[config.mk]
export PLATFORM = sky130hd
export DESIGN_NAME = gcdist_ram
export DESIGN_NICKNAME = d
export VERILOG_FILES = /design/src/gcdist_ram.sv
export SDC_FILE = /design/constraint.sdc
export NUM_CORES = 1
export LEC_CHECK = 0
export BUFFER_PORTS_ARGS = -buffer_cell sky130_fd_sc_hd__buf_2
export CAP_MARGIN = 20
export CELL_PAD_IN_SITES_DETAIL_PLACEMENT = 1
export CELL_PAD_IN_SITES_GLOBAL_PLACEMENT = 2
export CORE_ASPECT_RATIO = 0.5
export CORE_MARGIN = 5
export CORE_UTILIZATION = 43
export DETAILED_ROUTE_END_ITERATION = 7
export GPL_ROUTABILITY_DRIVEN = 0
export PLACE_DENSITY_LB_ADDON = 0.1
export SLEW_MARGIN = 0
export SYNTH_ARGS = -nofsm -noshare
export SYNTH_HDL_FRONTEND = slang
export SYNTH_SLANG_ARGS = --single-unit
[constraint.sdc]
create_clock -name clk -period 1.7 [get_ports clk]
set_clock_uncertainty 0.15 [all_clocks]
set_input_delay 0.17 -clock clk [delete_from_list [all_inputs] [get_ports clk]]
set_output_delay 0.17 -clock clk [all_outputs]
set_load 0.01 [all_outputs]
[src/gcdist_ram.sv]
// ----------------------------------------------------------------------------
// gcdist_ram
// Generic single-write, single-read RAM with registered read data.
// ----------------------------------------------------------------------------
module gcdist_ram #(
	parameter int WIDTH = 8,
	parameter int DEPTH = 16
) (
	input  logic                     clk,
	input  logic                     we,
	input  logic [$clog2(DEPTH)-1:0] waddr,
	input  logic [WIDTH-1:0]         wdata,
	input  logic                     re,
	input  logic [$clog2(DEPTH)-1:0] raddr,
	output logic [WIDTH-1:0]         rdata
);
	logic [WIDTH-1:0] mem [DEPTH];

	always_ff @(posedge clk) begin
		if (we) begin
			mem[waddr] <= wdata;
		end
		if (re) begin
			rdata <= mem[raddr];
		end
	end
endmodule

==> results.md <==
- Status: finished, violations left
- Failing checks: setup timing
- Pre-CTS setup slack: -304 ps
- Worst-margin pin slew: 916 ps
- Clk buf depth: 2
- CTS sink cnt: 136
- Row count: 28
- Initial Util: 44.1%
- Hold slack: 15.8 ps
- Seq/Total Area, Yosys: 78.1%
- WP buf/inv: 1
- WS Path Type: reg -> reg
- Yosys reg bits: 136
- Crit path launch type: flop
- Slowest-stage cell, CP: mux4_2
- Final worst setup slack: -7.90 ps
- Worst setup EP type: flop
- Crit-path leading delay family: multiplexers
- Reg-to-reg critical path endpoint: rdata[7]$_DFFE_PP_
- PD cells: 1190 mW/mm^2
- Post-Syn Nets: 248
- Largest area contributor in the netlist: edfxtp_1
- Vias in the first global route: 2779
- Synth-to-Final Area Change: 22.0%
- Synthesized area per cell: 22.8 um^2
- 1st-pass router iterations: 4
- Hpwl dp: 7420 um
- Worst hold path type: in -> reg
- Fin crit share: 100%
- Final slew viol count: 0
- Iter 0 DRT Violations: 287
- Area contributors post-synth: edfxtp_1 78%, mux4_2 7.8%, mux4_1 7.0%
- Grt total ovfl: 0
- CTS Buf Count: 17
- FMAX: 586 MHz
- Chip width: 166 um
- Post-CTS Setup Bufs: 0
- Relative slew slack: 38.7%
- Critical R2R Launch: mem[3][7]$_DFFE_PP_
- Fin. Hold Viols: 0
- I/O Buffers: 26
- Worst Setup EP: rdata[7]$_DFFE_PP_
- Final min period: 1710 ps
- Most common cell after layout, fill and taps aside: edfxtp_1
- First-pass GRT wire length: 17600 um
- Htree depth: 4
- Layout cells sized above 1: 37.9%
- Worst-path fanout max: 1
- CTS tree: built
- Cells after synthesis: 229
- Max-cap viol count: 0
- Post-Syn Area: 0.00523 mm^2
- Clock root buffer: clkbuf_16
- Critical path origin: mem[3][7]$_DFFE_PP_
- Via count: 2515
- LEAKAGE: 2.14 nW
- DRC: 0
- Die Span Y: 88.0 um
- R2r setup slk: -8 ps
- CP max stage delay: 500 ps
- Worst-skew pair later-pin latency: 410 ps
- DRT antenna net count: 0
- Reg clk slew, reported paths: 60 ps
- Synth unique cells: 18
- Worst VDD drop: 0.589 mV
- Yosys warnings: 0
- RSZ-0062 raised after global routing: true
- Post-Route WL: 11300 um
- Final design utilization: 53.9%
- Critical path depth: 4
- Top-area cell type share of the netlist area: 78.1%
- R2R cell count: 4
- Overall routing resource usage: 17.0%
- Wire length per cell: 23.8 um
- Critical Path RT: 1700 ps
- Nets: 317
- Commonest cells after routing, fill and taps aside: 136 x edfxtp_1, 27 x buf_4, 26 x buf_2, 21 x mux4_2, 17 x clkbuf_16
- Endpoints failing setup: 1
- Ports: 27
- Die area: 0.0146 mm^2
- Core ar.: 0.0118 mm^2
- Via density: 5.28
- Initial antenna violation count: 0
- Largest net degree at the start of global routing: 21
- Crit path DAT: 1710 ps
- Critical path, cell by cell: mux4_2, a22oi_2, buf_4, nand2_2
- Number of diodes: 0
## where the power goes
group / internal (mW) / switching [mW] / total, mW / leakage (nW)
combinational: 0.182 / 0.231 / 0.413 / 0.654
sequential: 3.78 / 0.0194 / 3.80 / 1.24
clock: 2.02 / 1.39 / 3.41 / 0.250
total: 5.98 / 1.64 / 7.62 / 2.14
## cell usage after synthesis
cell,count
and2_1,1
nand2_1,9
and2b_1,1
buf_2,3
edfxtp_1,136
a22oi_1,16
clkdlybuf4s25_2,3
buf_4,1
or3b_2,1
nor3_1,4
nand3b_1,2
nand3_1,1
nor2_1,13
buf_6,3
mux4_2,18
nor2b_1,1
mux4_1,14
nand2b_1,2
## flip-flops by register name, summed over array words and instances (netlist names)
signal,flops
mem,128
rdata,8
## worst min path at each step
stage	startpoint	to	slack [ps]	depth (start not counted)
2_1_floorplan	wdata[0]	mem[0][0]$_DFFE_PP_	120	0
3_3_place_gp	wdata[4]	mem[14][4]$_DFFE_PP_	400	1
3_5_place_dp	re	rdata[6]$_DFFE_PP_	410	1
4_1_cts	wdata[1]	mem[7][1]$_DFFE_PP_	3	1
5_1_grt	wdata[1]	mem[7][1]$_DFFE_PP_	9	1
6_report	wdata[1]	mem[7][1]$_DFFE_PP_	20	1
## logic make-up after synthesis
logic type	after synthesis	share of synthesized area (%)
flops	136	78.1
simple gates	35	3.14
mux	32	14.8
compound gates	16	2.30
buf+inv	10	1.65
## area by class of cell
cell class	instances	area, um^2
multi-input combinational	83	1090
clock inverter	13	123
clock buffer	19	433
fill	1073	5460
timing repair buffer	60	443
tap	165	206
sequential	136	4080
## through the flow
step                      total power, mW  setup TNS, ps  area, um^2  std cells
after floorplan                      4.06              0        5230        229
after global placement               4.25          -1820        5770        441
after detailed placement             4.26          -1800        5770        441
after CTS                            7.69              0        6390        476
after global routing                 7.94          -94.2        6380        476
final                                7.62          -7.90        6380        476
## layer usage
metal / part of all wire (%) / GRT usage, % / vias to the layer above
li1: - / - / 1118
met1: 48 / 25.0 / 1326
met2: 46 / 25.5 / 64
met3: 5.7 / 4.37 / 7
met4: 0.57 / 5.16 / 0
met5: 0 / 0 / -
## repair_timing
item | 4_1_cts | 5_1_grt
hold endpoints to repair | 28 | 0
gates resized for setup | 7 | 5
hold buffers | 3 | 0
endpoints found under the setup margin | 7 | 4
gates cloned | 0 | 0
pin swaps | 1 | 2
No activity file was read; power rests on OpenSTA's default activity.
