`src/gcdist_pkg.sv`:
```
// ----------------------------------------------------------------------------
// gcdist_pkg
// Shared types and constants of the genome compatibility distance block.
// ----------------------------------------------------------------------------
package gcdist_pkg;

	localparam int MAX_INN     = 1024;
	localparam int WEIGHT_BITS = 16;
	localparam int IDX_W       = $clog2(MAX_INN);
	localparam int CNT_W       = 11;
	localparam int COEF_W      = 16;
	localparam int CFG_IDX_W   = 2;
	localparam int SUM_W       = WEIGHT_BITS + IDX_W;
	localparam int DIST_W      = 32;
	localparam int DIV_NW      = 40;
	localparam int DIV_CW      = $clog2(DIV_NW + 1);
	localparam logic [CNT_W-1:0] COUNT_MAX = '1;
	localparam logic [IDX_W:0]   NO_INN    = '1;

	localparam logic [CFG_IDX_W-1:0] CFG_EXCESS   = 2'd0;
	localparam logic [CFG_IDX_W-1:0] CFG_DISJOINT = 2'd1;
	localparam logic [CFG_IDX_W-1:0] CFG_WDIFF    = 2'd2;

	localparam logic [1:0] CMD_LOAD_FIRST  = 2'd0;
	localparam logic [1:0] CMD_LOAD_SECOND = 2'd1;
	localparam logic [1:0] CMD_COMPUTE     = 2'd2;

	typedef struct packed {
		logic                   p1;
		logic [WEIGHT_BITS-1:0] w1;
		logic                   p2;
		logic [WEIGHT_BITS-1:0] w2;
	} entry_t;

	localparam int ENTRY_W = $bits(entry_t);

	typedef enum logic [5:0] {
		S_CLEAR = 6'b000001,
		S_IDLE  = 6'b000010,
		S_WALK  = 6'b000100,
		S_MUL   = 6'b001000,
		S_DIV   = 6'b010000,
		S_DONE  = 6'b100000
	} state_t;

endpackage

```
`src/gcdist_div.sv`:
```
// ----------------------------------------------------------------------------
// gcdist_div
// Restoring divider, one quotient bit per cycle.
// ----------------------------------------------------------------------------
module gcdist_div (
	input  logic                           clk,
	input  logic                           arst_n,
	input  logic                           start,
	input  logic [gcdist_pkg::DIV_NW-1:0]  num,
	input  logic [gcdist_pkg::CNT_W-1:0]   den,
	output logic                           done,
	output logic [gcdist_pkg::DIV_NW-1:0]  quot
);
	import gcdist_pkg::*;

	logic [DIV_NW-1:0] nq_q;
	logic [CNT_W-1:0]  rem_q;
	logic [CNT_W-1:0]  den_q;
	logic [DIV_CW-1:0] cnt_q;
	logic              busy_q;
	logic              done_q;
	logic [CNT_W:0]    trial;
	logic              fits;

	assign trial = {rem_q, nq_q[DIV_NW-1]};
	assign fits  = trial >= {1'b0, den_q};
	assign done  = done_q;
	assign quot  = nq_q;

	always_ff @(posedge clk or negedge arst_n) begin
		if (!arst_n) begin
			busy_q <= 1'b0;
			done_q <= 1'b0;
			cnt_q  <= '0;
		end else begin
			done_q <= 1'b0;
			if (start) begin
				busy_q <= 1'b1;
				cnt_q  <= '0;
			end else if (busy_q) begin
				cnt_q <= cnt_q + 1'b1;
				if (cnt_q == DIV_CW'(DIV_NW - 1)) begin
					busy_q <= 1'b0;
					done_q <= 1'b1;
				end
			end
		end
	end

	always_ff @(posedge clk) begin
		if (start) begin
			nq_q  <= num;
			rem_q <= '0;
			den_q <= den;
		end else if (busy_q) begin
			nq_q  <= {nq_q[DIV_NW-2:0], fits};
			rem_q <= fits ? CNT_W'(trial - {1'b0, den_q}) : trial[CNT_W-1:0];
		end
	end
endmodule

```
`config.mk`:
```
export PLATFORM = sky130hd
export DESIGN_NAME = gcdist_div
export DESIGN_NICKNAME = d
export VERILOG_FILES = /design/src/gcdist_pkg.sv /design/src/gcdist_div.sv
export SDC_FILE = /design/constraint.sdc
export NUM_CORES = 1
export LEC_CHECK = 0
export ABC_AREA = 1
export BUFFER_PORTS_ARGS = -buffer_cell sky130_fd_sc_hd__buf_2
export CAP_MARGIN = 5
export CORE_MARGIN = 5
export CORE_UTILIZATION = 44
export DETAILED_ROUTE_END_ITERATION = 8
export GPL_ROUTABILITY_DRIVEN = 1
export PLACE_DENSITY = 0.67
export SLEW_MARGIN = 20
export SYNTH_ARGS = -nofsm -noshare
export SYNTH_HDL_FRONTEND = slang
export SYNTH_SLANG_ARGS = --single-unit
export TNS_END_PERCENT = 30
```
`constraint.sdc`:
```
create_clock -name clk -period 2.2 [get_ports clk]
set_input_delay 0.11 -clock clk [delete_from_list [all_inputs] [get_ports clk]]
set_output_delay 0.11 -clock clk [all_outputs]
set_load 0.01 [all_outputs]
```
==> flow_metrics.env, run 1 <==
export IMPL_p_leak_uw=0.00239
export IMPL_cp_top_family="simple AND/OR/NAND/NOR gates"
export IMPL_critPathBufInv=3
export IMPL_slew_headroom_pct=49.5
export IMPL_fin_skew_ps=10.8
export IMPL_worst_pin_slew_ps=757
export IMPL_syn_to_final_growth_pct=26.3
export IMPL_placed_cells=629
export IMPL_powerDensity_nw_per_um2=915
export IMPL_grt_overflow_total=0
export IMPL_drv_cap=0
export IMPL_maxSlewViolCount=0
export IMPL_vias=3212
export IMPL_cp_max_fo=11
export IMPL_grt_max_degree=46
export IMPL_crit_arrival_ps=2320
export IMPL_ys_warn_count=0
export IMPL_syn_area_um2=3630
export IMPL_crit_type="flop to flop"
export IMPL_grt_pass1_vias=3287
export IMPL_synth_top_family_by_area="simple AND/OR/NAND/NOR gates"
export IMPL_ys_seq_elements=70
export IMPL_drtIter0Drc=190
export IMPL_diodes=0
export IMPL_synth_xor_xnor_area_share_pct=0.725
export IMPL_syn_nets=505
export IMPL_grt_usage_pct=18.5
export IMPL_synthMuxAreaShare_pct=0
export IMPL_slowest_delay_ps=410
export IMPL_clk_path_buf_depth=2
export IMPL_stdcell_count=659
export IMPL_setup_tns_ps=0
export IMPL_synth_top_flop_cell="edfxtp_1"
export IMPL_synth_yosys_seq_area_share_pct=53.8
export IMPL_drc_errors=0
export IMPL_cts_buffers_inserted=9
export IMPL_start_kind="flop"
export IMPL_status="finished clean"
export IMPL_postRouteAntennaNets=0
export IMPL_path_clk_slew_ps=80
export IMPL_cp_common_cell="nand3_1"
export IMPL_synth_edff_count=51
export IMPL_fill_cells=761
export IMPL_clock_sinks=70
export IMPL_die_width_um=101
export IMPL_end_kind="flop"
export IMPL_drive_gt1_share_pct=23.5
export IMPL_grt_setup_unrepaired="no"
export IMPL_hold_violations=0
export IMPL_htreeDepth=3
export IMPL_synthCells=438
export IMPL_cts_tree="built"
export IMPL_gp_congestion=0.866
export IMPL_antenna_found_initial=0
export IMPL_grt_pass1_wl_mm=14.9
export IMPL_cts_setup_buffers=0
export IMPL_hpwl_mm=6.25
export IMPL_synth_compound_area_share_pct=1.59
export IMPL_setup_violations=0
export IMPL_path_cells="inv_1 -> ha_1 -> fa_1 -> inv_1 -> nand3_1 -> nand3_1 -> nand2_2 -> buf_4 -> nand4_1 -> nand3_1 -> nand2_1"
export IMPL_synth_distinct_cells=27
export IMPL_chipHeight_um=101
export IMPL_drt_pass1_iterations=4
export IMPL_finalCritPeriodShare_pct=92.4
export IMPL_syn_avg_cell_area_um2=8.28
export IMPL_wl_per_cell_um=13.5
export IMPL_layout_min_cycle_time_ps=2030
export IMPL_required_ps=2490
export IMPL_initial_core_util_pct=44.6
export IMPL_core_area_um2=8130
export IMPL_fmax_mhz=492
export IMPL_wirelength_mm=8.92
export IMPL_post_drt_via_cell_ratio=4.87
export IMPL_synth_simple_gate_area_share_pct=31.8
export IMPL_std_cell_rows=33
export IMPL_portBuffers=94
export IMPL_ioPinCount=95
export IMPL_layout_nets=616
export IMPL_critPathSlowestCell="fa_1"
export IMPL_ir_drop_mv=0.535
export IMPL_synthArstFlopShare_pct=11.4
export IMPL_root_buffer="clkbuf_8"
export IMPL_dieArea_um2=10200
export IMPL_synth_adder_area_share_pct=4.69
export IMPL_clock_latency_ps=350
export IMPL_worstHoldPathType="input port to flop"
export IMPL_final_common_cell="nand2_1"
export IMPL_final_cell_mix="nand2_1 (199), buf_2 (94), edfxtp_1 (51)"
==> worst paths after layout <==
check,from,to,slack [ps],cells past startpoint
min,num[10],quot[10],20,3
min in group asynchronous,arst_n,done,120,2
max,quot[39],rem_q[5],170,11
max in group asynchronous,arst_n,cnt_q[4],1910,2
min reg2reg,rem_q[10],rem_q[10],470,2
max reg2reg,quot[39],rem_q[5],170,11
==> power by group <==
part | internal [uW] | total (uW) | switching (uW)
sequential | 1600 | 1710 | 109
clock | 647 | 1170 | 527
combinational | 517 | 1310 | 794
==> stage by stage <==
stage | hold slack [ps] | total power [uW] | worst slack (ps) | instance area, um^2 | util [%]
global placement | -38.1 | 2970 | 224 | 4210 | 51.7
floorplan | -186 | 2680 | 296 | 3630 | -
finish | 20.1 | 4190 | 168 | 4580 | 56.3
global route | 4.67 | 4480 | 14.1 | 4580 | 56.3
CTS | 6.45 | 4200 | 89.2 | 4550 | 55.9
detailed placement | -36.5 | 2990 | 139 | 4210 | 51.7
==> worst reg2reg max path: cells and delay by family, from the launching register on <==
family	cells	cell delay (ps)
adders and majority gates	2	630
buffers and inverters	3	370
DFF	1	350
and+or+nand+nor	6	650
==> kinds of logic (layout without fill, tap and decap cells) <==
family / count (synthesis) / in the layout
buf+inv: 66 / 181
fa+ha+maj: 13 / 13
xor+xnor: 3 / 3
compound gates: 10 / 10
simple gates: 276 / 277
flops: 70 / 70
==> cell usage after synthesis (3+ instances only) <==
| cell | instances | area [um^2] |
|---|---|---|
| dfrtp_1 | 8 | 200 |
| nor2_1 | 20 | 75.1 |
| inv_2 | 3 | 11.3 |
| dfxtp_1 | 11 | 220 |
| inv_1 | 48 | 180 |
| a21oi_1 | 6 | 30.0 |
| clkbuf_1 | 10 | 37.5 |
| edfxtp_1 | 51 | 1530 |
| nand2_2 | 4 | 25.0 |
| buf_2 | 3 | 15.0 |
| nand4_1 | 15 | 93.8 |
| ha_1 | 12 | 150 |
| nand3_1 | 30 | 150 |
| nand2_1 | 200 | 751 |
==> routing by layer <==
metal | share of wire [%] | vias to the layer above | wire length [um] | global-route usage [%]
li1 | - | 1618 | - | -
met4 | 1.9 | 0 | 166 | 6.42
met1 | 42 | 1468 | 3760 | 23.1
met5 | 0 | - | 0 | 0
met2 | 47 | 108 | 4180 | 28.8
met3 | 9.1 | 18 | 814 | 7.96
==> registers in the layout, indices dropped and copies added (netlist names) <==
signal and cells:
done 1, cnt_q 6, rem_q 11, busy_q 1, quot 40, den_q 11
==> repair_timing <==
item / CTS / global route
endpoints found under the hold margin: 19 / 1
hold buffers: 12 / 1
endpoints found under the setup margin: 0 / 12
gates resized for setup: 0 / 2
==> cell type report <==
cell class | count | area, um^2 | area share (%)
Timing Repair Buffer | 114 | 653 | 14.3
Tap cell | 105 | 131 | 2.87
Multi-Input combinational cell | 303 | 1430 | 31.2
Sequential cell | 70 | 1950 | 42.6
Clock buffer | 10 | 128 | 2.79
Inverter | 51 | 191 | 4.18
Clock inverter | 6 | 93.8 | 2.05
No activity file was read; power rests on OpenSTA's default activity.
==> inputs of run 2 (changes only) <==
Settings changed: PLACE_DENSITY 0.67 to 0.7.
Clock period 2.2 ns to 1.7 ns, I/O delays scaled along.
==> run 2 against run 1 <==
Net effect: the flow now finishes with violations (negative setup slack); largest cell class unchanged; sequential power grew 30%; via count rose by 3.3%; critical path type unchanged; worst hold slack got worse by 2.4 ps; non-clock buffer count grew 17; highest routed layer unchanged; clock power is 11% higher.
==> flow_metrics.env, run 2 (same netlist as run 1, synthesis figures left out) <==
export IMPL_reg2regPathDepth=10
export IMPL_clock_latency_ps=340
export IMPL_dieArea_um2=10200
export IMPL_root_buffer="clkbuf_8"
export IMPL_die_width_um=101
export IMPL_fin_skew_ps=13.9
export IMPL_initial_core_util_pct=44.6
export IMPL_vias=3318
export IMPL_drtIter0Drc=156
export IMPL_status="finished with violations"
export IMPL_maxSlewViolCount=0
export IMPL_clock_sinks=70
export IMPL_worstHoldPathType="input port to flop"
export IMPL_gp_congestion=0.897
export IMPL_final_cell_mix="nand2_1 (196), buf_2 (94), edfxtp_1 (51)"
export IMPL_portBuffers=94
export IMPL_violations="negative setup slack"
export IMPL_hpwl_mm=6.32
export IMPL_powerDensity_nw_per_um2=1140
export IMPL_drt_pass1_iterations=4
export IMPL_cts_tree="built"
export IMPL_diodes=0
export IMPL_finalCritPeriodShare_pct=105
export IMPL_ir_drop_mv=0.506
export IMPL_end_kind="flop"
export IMPL_crit_type="flop to flop"
export IMPL_drive_gt1_share_pct=27.8
export IMPL_grt_pass1_vias=3377
export IMPL_cp_max_fo=11
export IMPL_placed_cells=637
export IMPL_grt_setup_unrepaired="yes"
export IMPL_wirelength_mm=9.12
export IMPL_fmax_mhz=561
export IMPL_std_cell_rows=33
export IMPL_worst_pin_slew_ps=925
export IMPL_cts_setup_buffers=0
export IMPL_drv_cap=0
export IMPL_fill_cells=727
export IMPL_antenna_found_initial=0
export IMPL_whs_path_depth=3
export IMPL_required_ps=1970
export IMPL_hold_violations=0
export IMPL_setup_tns_ps=-597
export IMPL_grt_overflow_total=0
export IMPL_drc_errors=0
export IMPL_layout_min_cycle_time_ps=1780
export IMPL_postRouteAntennaNets=0
export IMPL_core_area_um2=8130
export IMPL_grt_usage_pct=18.9
export IMPL_grt_pass1_wl_mm=15.3
export IMPL_chipHeight_um=101
export IMPL_cts_buffers_inserted=9
export IMPL_setup_violations=12
export IMPL_setup_slack_ps=-82.3
export IMPL_final_area_um2=4850
export IMPL_syn_to_final_growth_pct=33.9
export IMPL_power_uw=5540
export IMPL_wl_per_cell_um=13.5
export IMPL_layout_nets=634
export IMPL_slew_headroom_pct=38.1
export IMPL_grt_max_degree=42
export IMPL_clk_path_buf_depth=2
export IMPL_path_clk_slew_ps=80
export IMPL_ioPinCount=95
export IMPL_crit_arrival_ps=2050
export IMPL_start_kind="flop"
export IMPL_post_drt_via_cell_ratio=4.90
export IMPL_stdcell_count=677
export IMPL_final_common_cell="nand2_1"
export IMPL_dpl_cell_area_um2=4300
export IMPL_largest_reg_flops=40
export IMPL_htreeDepth=3
export IMPL_p_leak_uw=0.00250
==> run 2: area by class of cell <==
class	instances	area (um^2)	share of cell area, %
Clock buffer	12	135	2.78
Clock inverter	4	47.5	0.979
Inverter	51	191	3.94
Multi-Input combinational cell	304	1570	32.3
Sequential cell	70	1950	40.2
Tap cell	105	131	2.71
Timing Repair Buffer	131	827	17.0
==> run 2: critical path: stages, from the launching register on <==
cell      delay (ps)
edfxtp_1         410
ha_4             180
fa_2             340
inv_2             70
nand3_2           80
nand3_4          100
nand2_4           90
buf_8            150
nand4_1          120
nand3_2           80
nand2_1           90
==> run 2: metal layers <==
metal / track usage (%) / part of all wire [%] / vias to the layer above
li1: - / - / 1660
met1: 23.6 / 43 / 1534
met2: 30.2 / 48 / 112
met3: 6.09 / 8.2 / 12
met4: 8.08 / 1.3 / 0
met5: 0 / 0 / -
==> run 2: power breakdown <==
group	internal, uW	switching (uW)	total (uW)
Sequential	2070	154	2230
Clock	676	624	1300
Combinational	845	1170	2020
Total	3590	1950	5540
==> run 2: per-stage QoR <==
step | utilization [%] | setup slack [ps] | hold slack (ps)
after global placement | 52.9 | -44.9 | -64.1
after floorplan | - | -58.1 | -211
after CTS | 58.9 | -47.0 | 0.0118
after detailed placement | 52.9 | -64.2 | -65.0
final | 59.7 | -82.3 | 17.7
after global routing | 59.7 | -194 | 8.34
==> run 2: final timing paths <==
kind                       slack (ps)  startpoint         to
max                               -80    den_q[0]   rem_q[8]
min                                20     num[13]   quot[13]
max reg2reg                       -80    den_q[0]   rem_q[8]
min reg2reg                       470   rem_q[10]  rem_q[10]
max in group asynchronous        1410      arst_n   cnt_q[1]
min in group asynchronous         120      arst_n       done
==> run 2: what timing repair did <==
action,4_1_cts,5_1_grt
hold endpoints to repair,29,0
gates resized for setup,12,14
gates cloned,2,0
pin swaps,4,6
hold buffers,22,0
endpoints found under the setup margin,12,12
==> inputs of run 3 (changes only) <==
Settings changed: GPL_ROUTABILITY_DRIVEN 1 to 0, PLACE_DENSITY 0.7 to 0.67.
Clock period 1.7 ns to 2.3 ns, I/O delays scaled along.
==> run 3 against run 2 <==
Net effect: the run now ends clean; first-iteration DRC count fell by 21%; critical path depth grew 1; sequential share of layout area increased by 3.1 points; combinational power is 40% lower; largest cell class unchanged; largest power group unchanged.
==> flow_metrics.env, run 3 (same netlist as run 1, synthesis figures left out) <==
export IMPL_grt_max_degree=46
export IMPL_antenna_found_initial=0
export IMPL_worstHoldPathType="input port to flop"
export IMPL_clk_path_buf_depth=2
export IMPL_setup_violations=0
export IMPL_status="finished clean"
export IMPL_drive_gt1_share_pct=22.8
export IMPL_required_ps=2530
export IMPL_maxSlewViolCount=0
export IMPL_path_clk_slew_ps=80
export IMPL_final_common_cell="nand2_1"
export IMPL_final_area_um2=4510
export IMPL_wirelength_mm=8.66
export IMPL_core_area_um2=8130
export IMPL_cp_endpoint="rem_q[7]"
export IMPL_grt_pass1_wl_mm=14.3
export IMPL_dieArea_um2=10200
export IMPL_vias=3139
export IMPL_hold_violations=0
export IMPL_dr_wl_met2_mm=3.86
export IMPL_dpl_cell_area_um2=4210
export IMPL_drt_pass1_iterations=4
export IMPL_cts_tree="built"
export IMPL_syn_to_final_growth_pct=24.3
export IMPL_highest_layer="met4"
export IMPL_chipHeight_um=101
export IMPL_r2r_start="quot[39]"
export IMPL_crit_type="flop to flop"
export IMPL_fin_skew_ps=15.3
export IMPL_layout_nets=614
export IMPL_powerDensity_nw_per_um2=847
export IMPL_cp_startpoint="quot[39]"
export IMPL_fmax_mhz=481
export IMPL_initial_core_util_pct=44.6
export IMPL_seq_area_um2=1950
export IMPL_pre_cts_slack_ps=255
export IMPL_final_cell_mix="nand2_1 (200), buf_2 (94), edfxtp_1 (51)"
export IMPL_wl_per_cell_um=13.2
export IMPL_clock_latency_ps=350
export IMPL_reg2regPathDepth=11
export IMPL_grt_overflow_total=0
export IMPL_setup_slack_ps=222
export IMPL_postRouteAntennaNets=0
export IMPL_crit_arrival_ps=2310
export IMPL_post_drt_via_cell_ratio=4.78
export IMPL_setup_tns_ps=0
export IMPL_std_cell_rows=33
export IMPL_start_kind="flop"
export IMPL_dr_wl_met3_um=728
export IMPL_htreeDepth=3
export IMPL_diodes=0
export IMPL_fill_cells=767
export IMPL_ioPinCount=95
export IMPL_worst_pin_slew_ps=714
export IMPL_grt_pass1_vias=3236
export IMPL_drv_cap=0
export IMPL_grt_setup_unrepaired="no"
export IMPL_largest_reg_flops=40
export IMPL_p_leak_uw=0.00237
export IMPL_hpwl_mm=6.23
export IMPL_end_kind="flop"
export IMPL_slew_headroom_pct=52.3
export IMPL_rr_endpoint="rem_q[7]"
export IMPL_cp_max_fo=12
export IMPL_root_buffer="clkbuf_8"
export IMPL_ir_drop_mv=0.393
export IMPL_wl_met1_mm=3.82
export IMPL_die_width_um=101
export IMPL_layout_min_cycle_time_ps=2080
export IMPL_finalCritPeriodShare_pct=90.4
export IMPL_drtIter0Drc=123
export IMPL_portBuffers=94
export IMPL_r2r_slack_ps=220
export IMPL_cts_buffers_inserted=9
export IMPL_cts_setup_buffers=0
export IMPL_clock_sinks=70
export IMPL_grt_usage_pct=17.9
export IMPL_drc_errors=0
export IMPL_multiInputGateArea_um2=1410
run 3: cell types whose count changed in the layout (fill, tap and decap cells not counted), moves of 3 or more:
cell,delta
ha_2,-4
nand3_2,-6
nand3_1,+7
dlygate4sd3_1,-10
buf_4,-5
ha_4,-3
ha_1,+7
nand2_1,+4
run 3: repair_timing:
| action | CTS | global route |
|---|---|---|
| hold buffers | 12 | 0 |
| resized for setup | 0 | 0 |
| endpoints found under the hold margin | 19 | 0 |
run 3: routing by layer:
layer	track usage [%]	vias to the layer above
met3	6.78	23
li1	-	1613
met5	0	-
met2	27.6	103
met1	21.8	1400
met4	9.33	0
run 3: stage by stage:
stage / std cells / power (uW) / hold slack (ps) / utilization [%]
after global routing: 657 / 4080 / 32.7 / 55.4
final: 657 / 3820 / 37.6 / 55.4
after CTS: 657 / 3850 / 20.8 / 55.4
after floorplan: 438 / 2570 / -181 / -
after detailed placement: 629 / 2860 / -32.3 / 51.7
after global placement: 629 / 2840 / -33.0 / 51.7
run 3: critical path: stages, from the launching register on:
cell      delay (ps)
edfxtp_1         340
inv_1             60
ha_1             220
fa_1             410
inv_1             90
nand3_1           60
nand3_1          160
nand2_1          110
nand4_2          240
nand3_1          120
nand3_1           90
nand2_1           50
run 3: worst min-delay path by stage:
stage | end | depth (start not counted) | slack (ps) | start
3_5_place_dp | done | 1 | -30 | arst_n
4_1_cts | quot[10] | 3 | 20 | num[10]
3_3_place_gp | done | 1 | -30 | arst_n
2_1_floorplan | busy_q | 0 | -180 | arst_n
6_report | quot[10] | 3 | 40 | num[10]
5_1_grt | quot[23] | 3 | 30 | num[23]
run 3: area by class of cell:
cell class	count	share of cell area (%)
sequential	70	43.3
clock buffer	12	3.00
tap	105	2.91
inverter	51	4.25
timing repair buffer	113	14.3
multi-input combinational	302	31.2
clock inverter	4	1.05
run 3: where the power goes:
group / switching [uW] / internal [uW]
registers: 105 / 1530
logic: 735 / 479
clock network: 468 / 499
total: 1310 / 2510
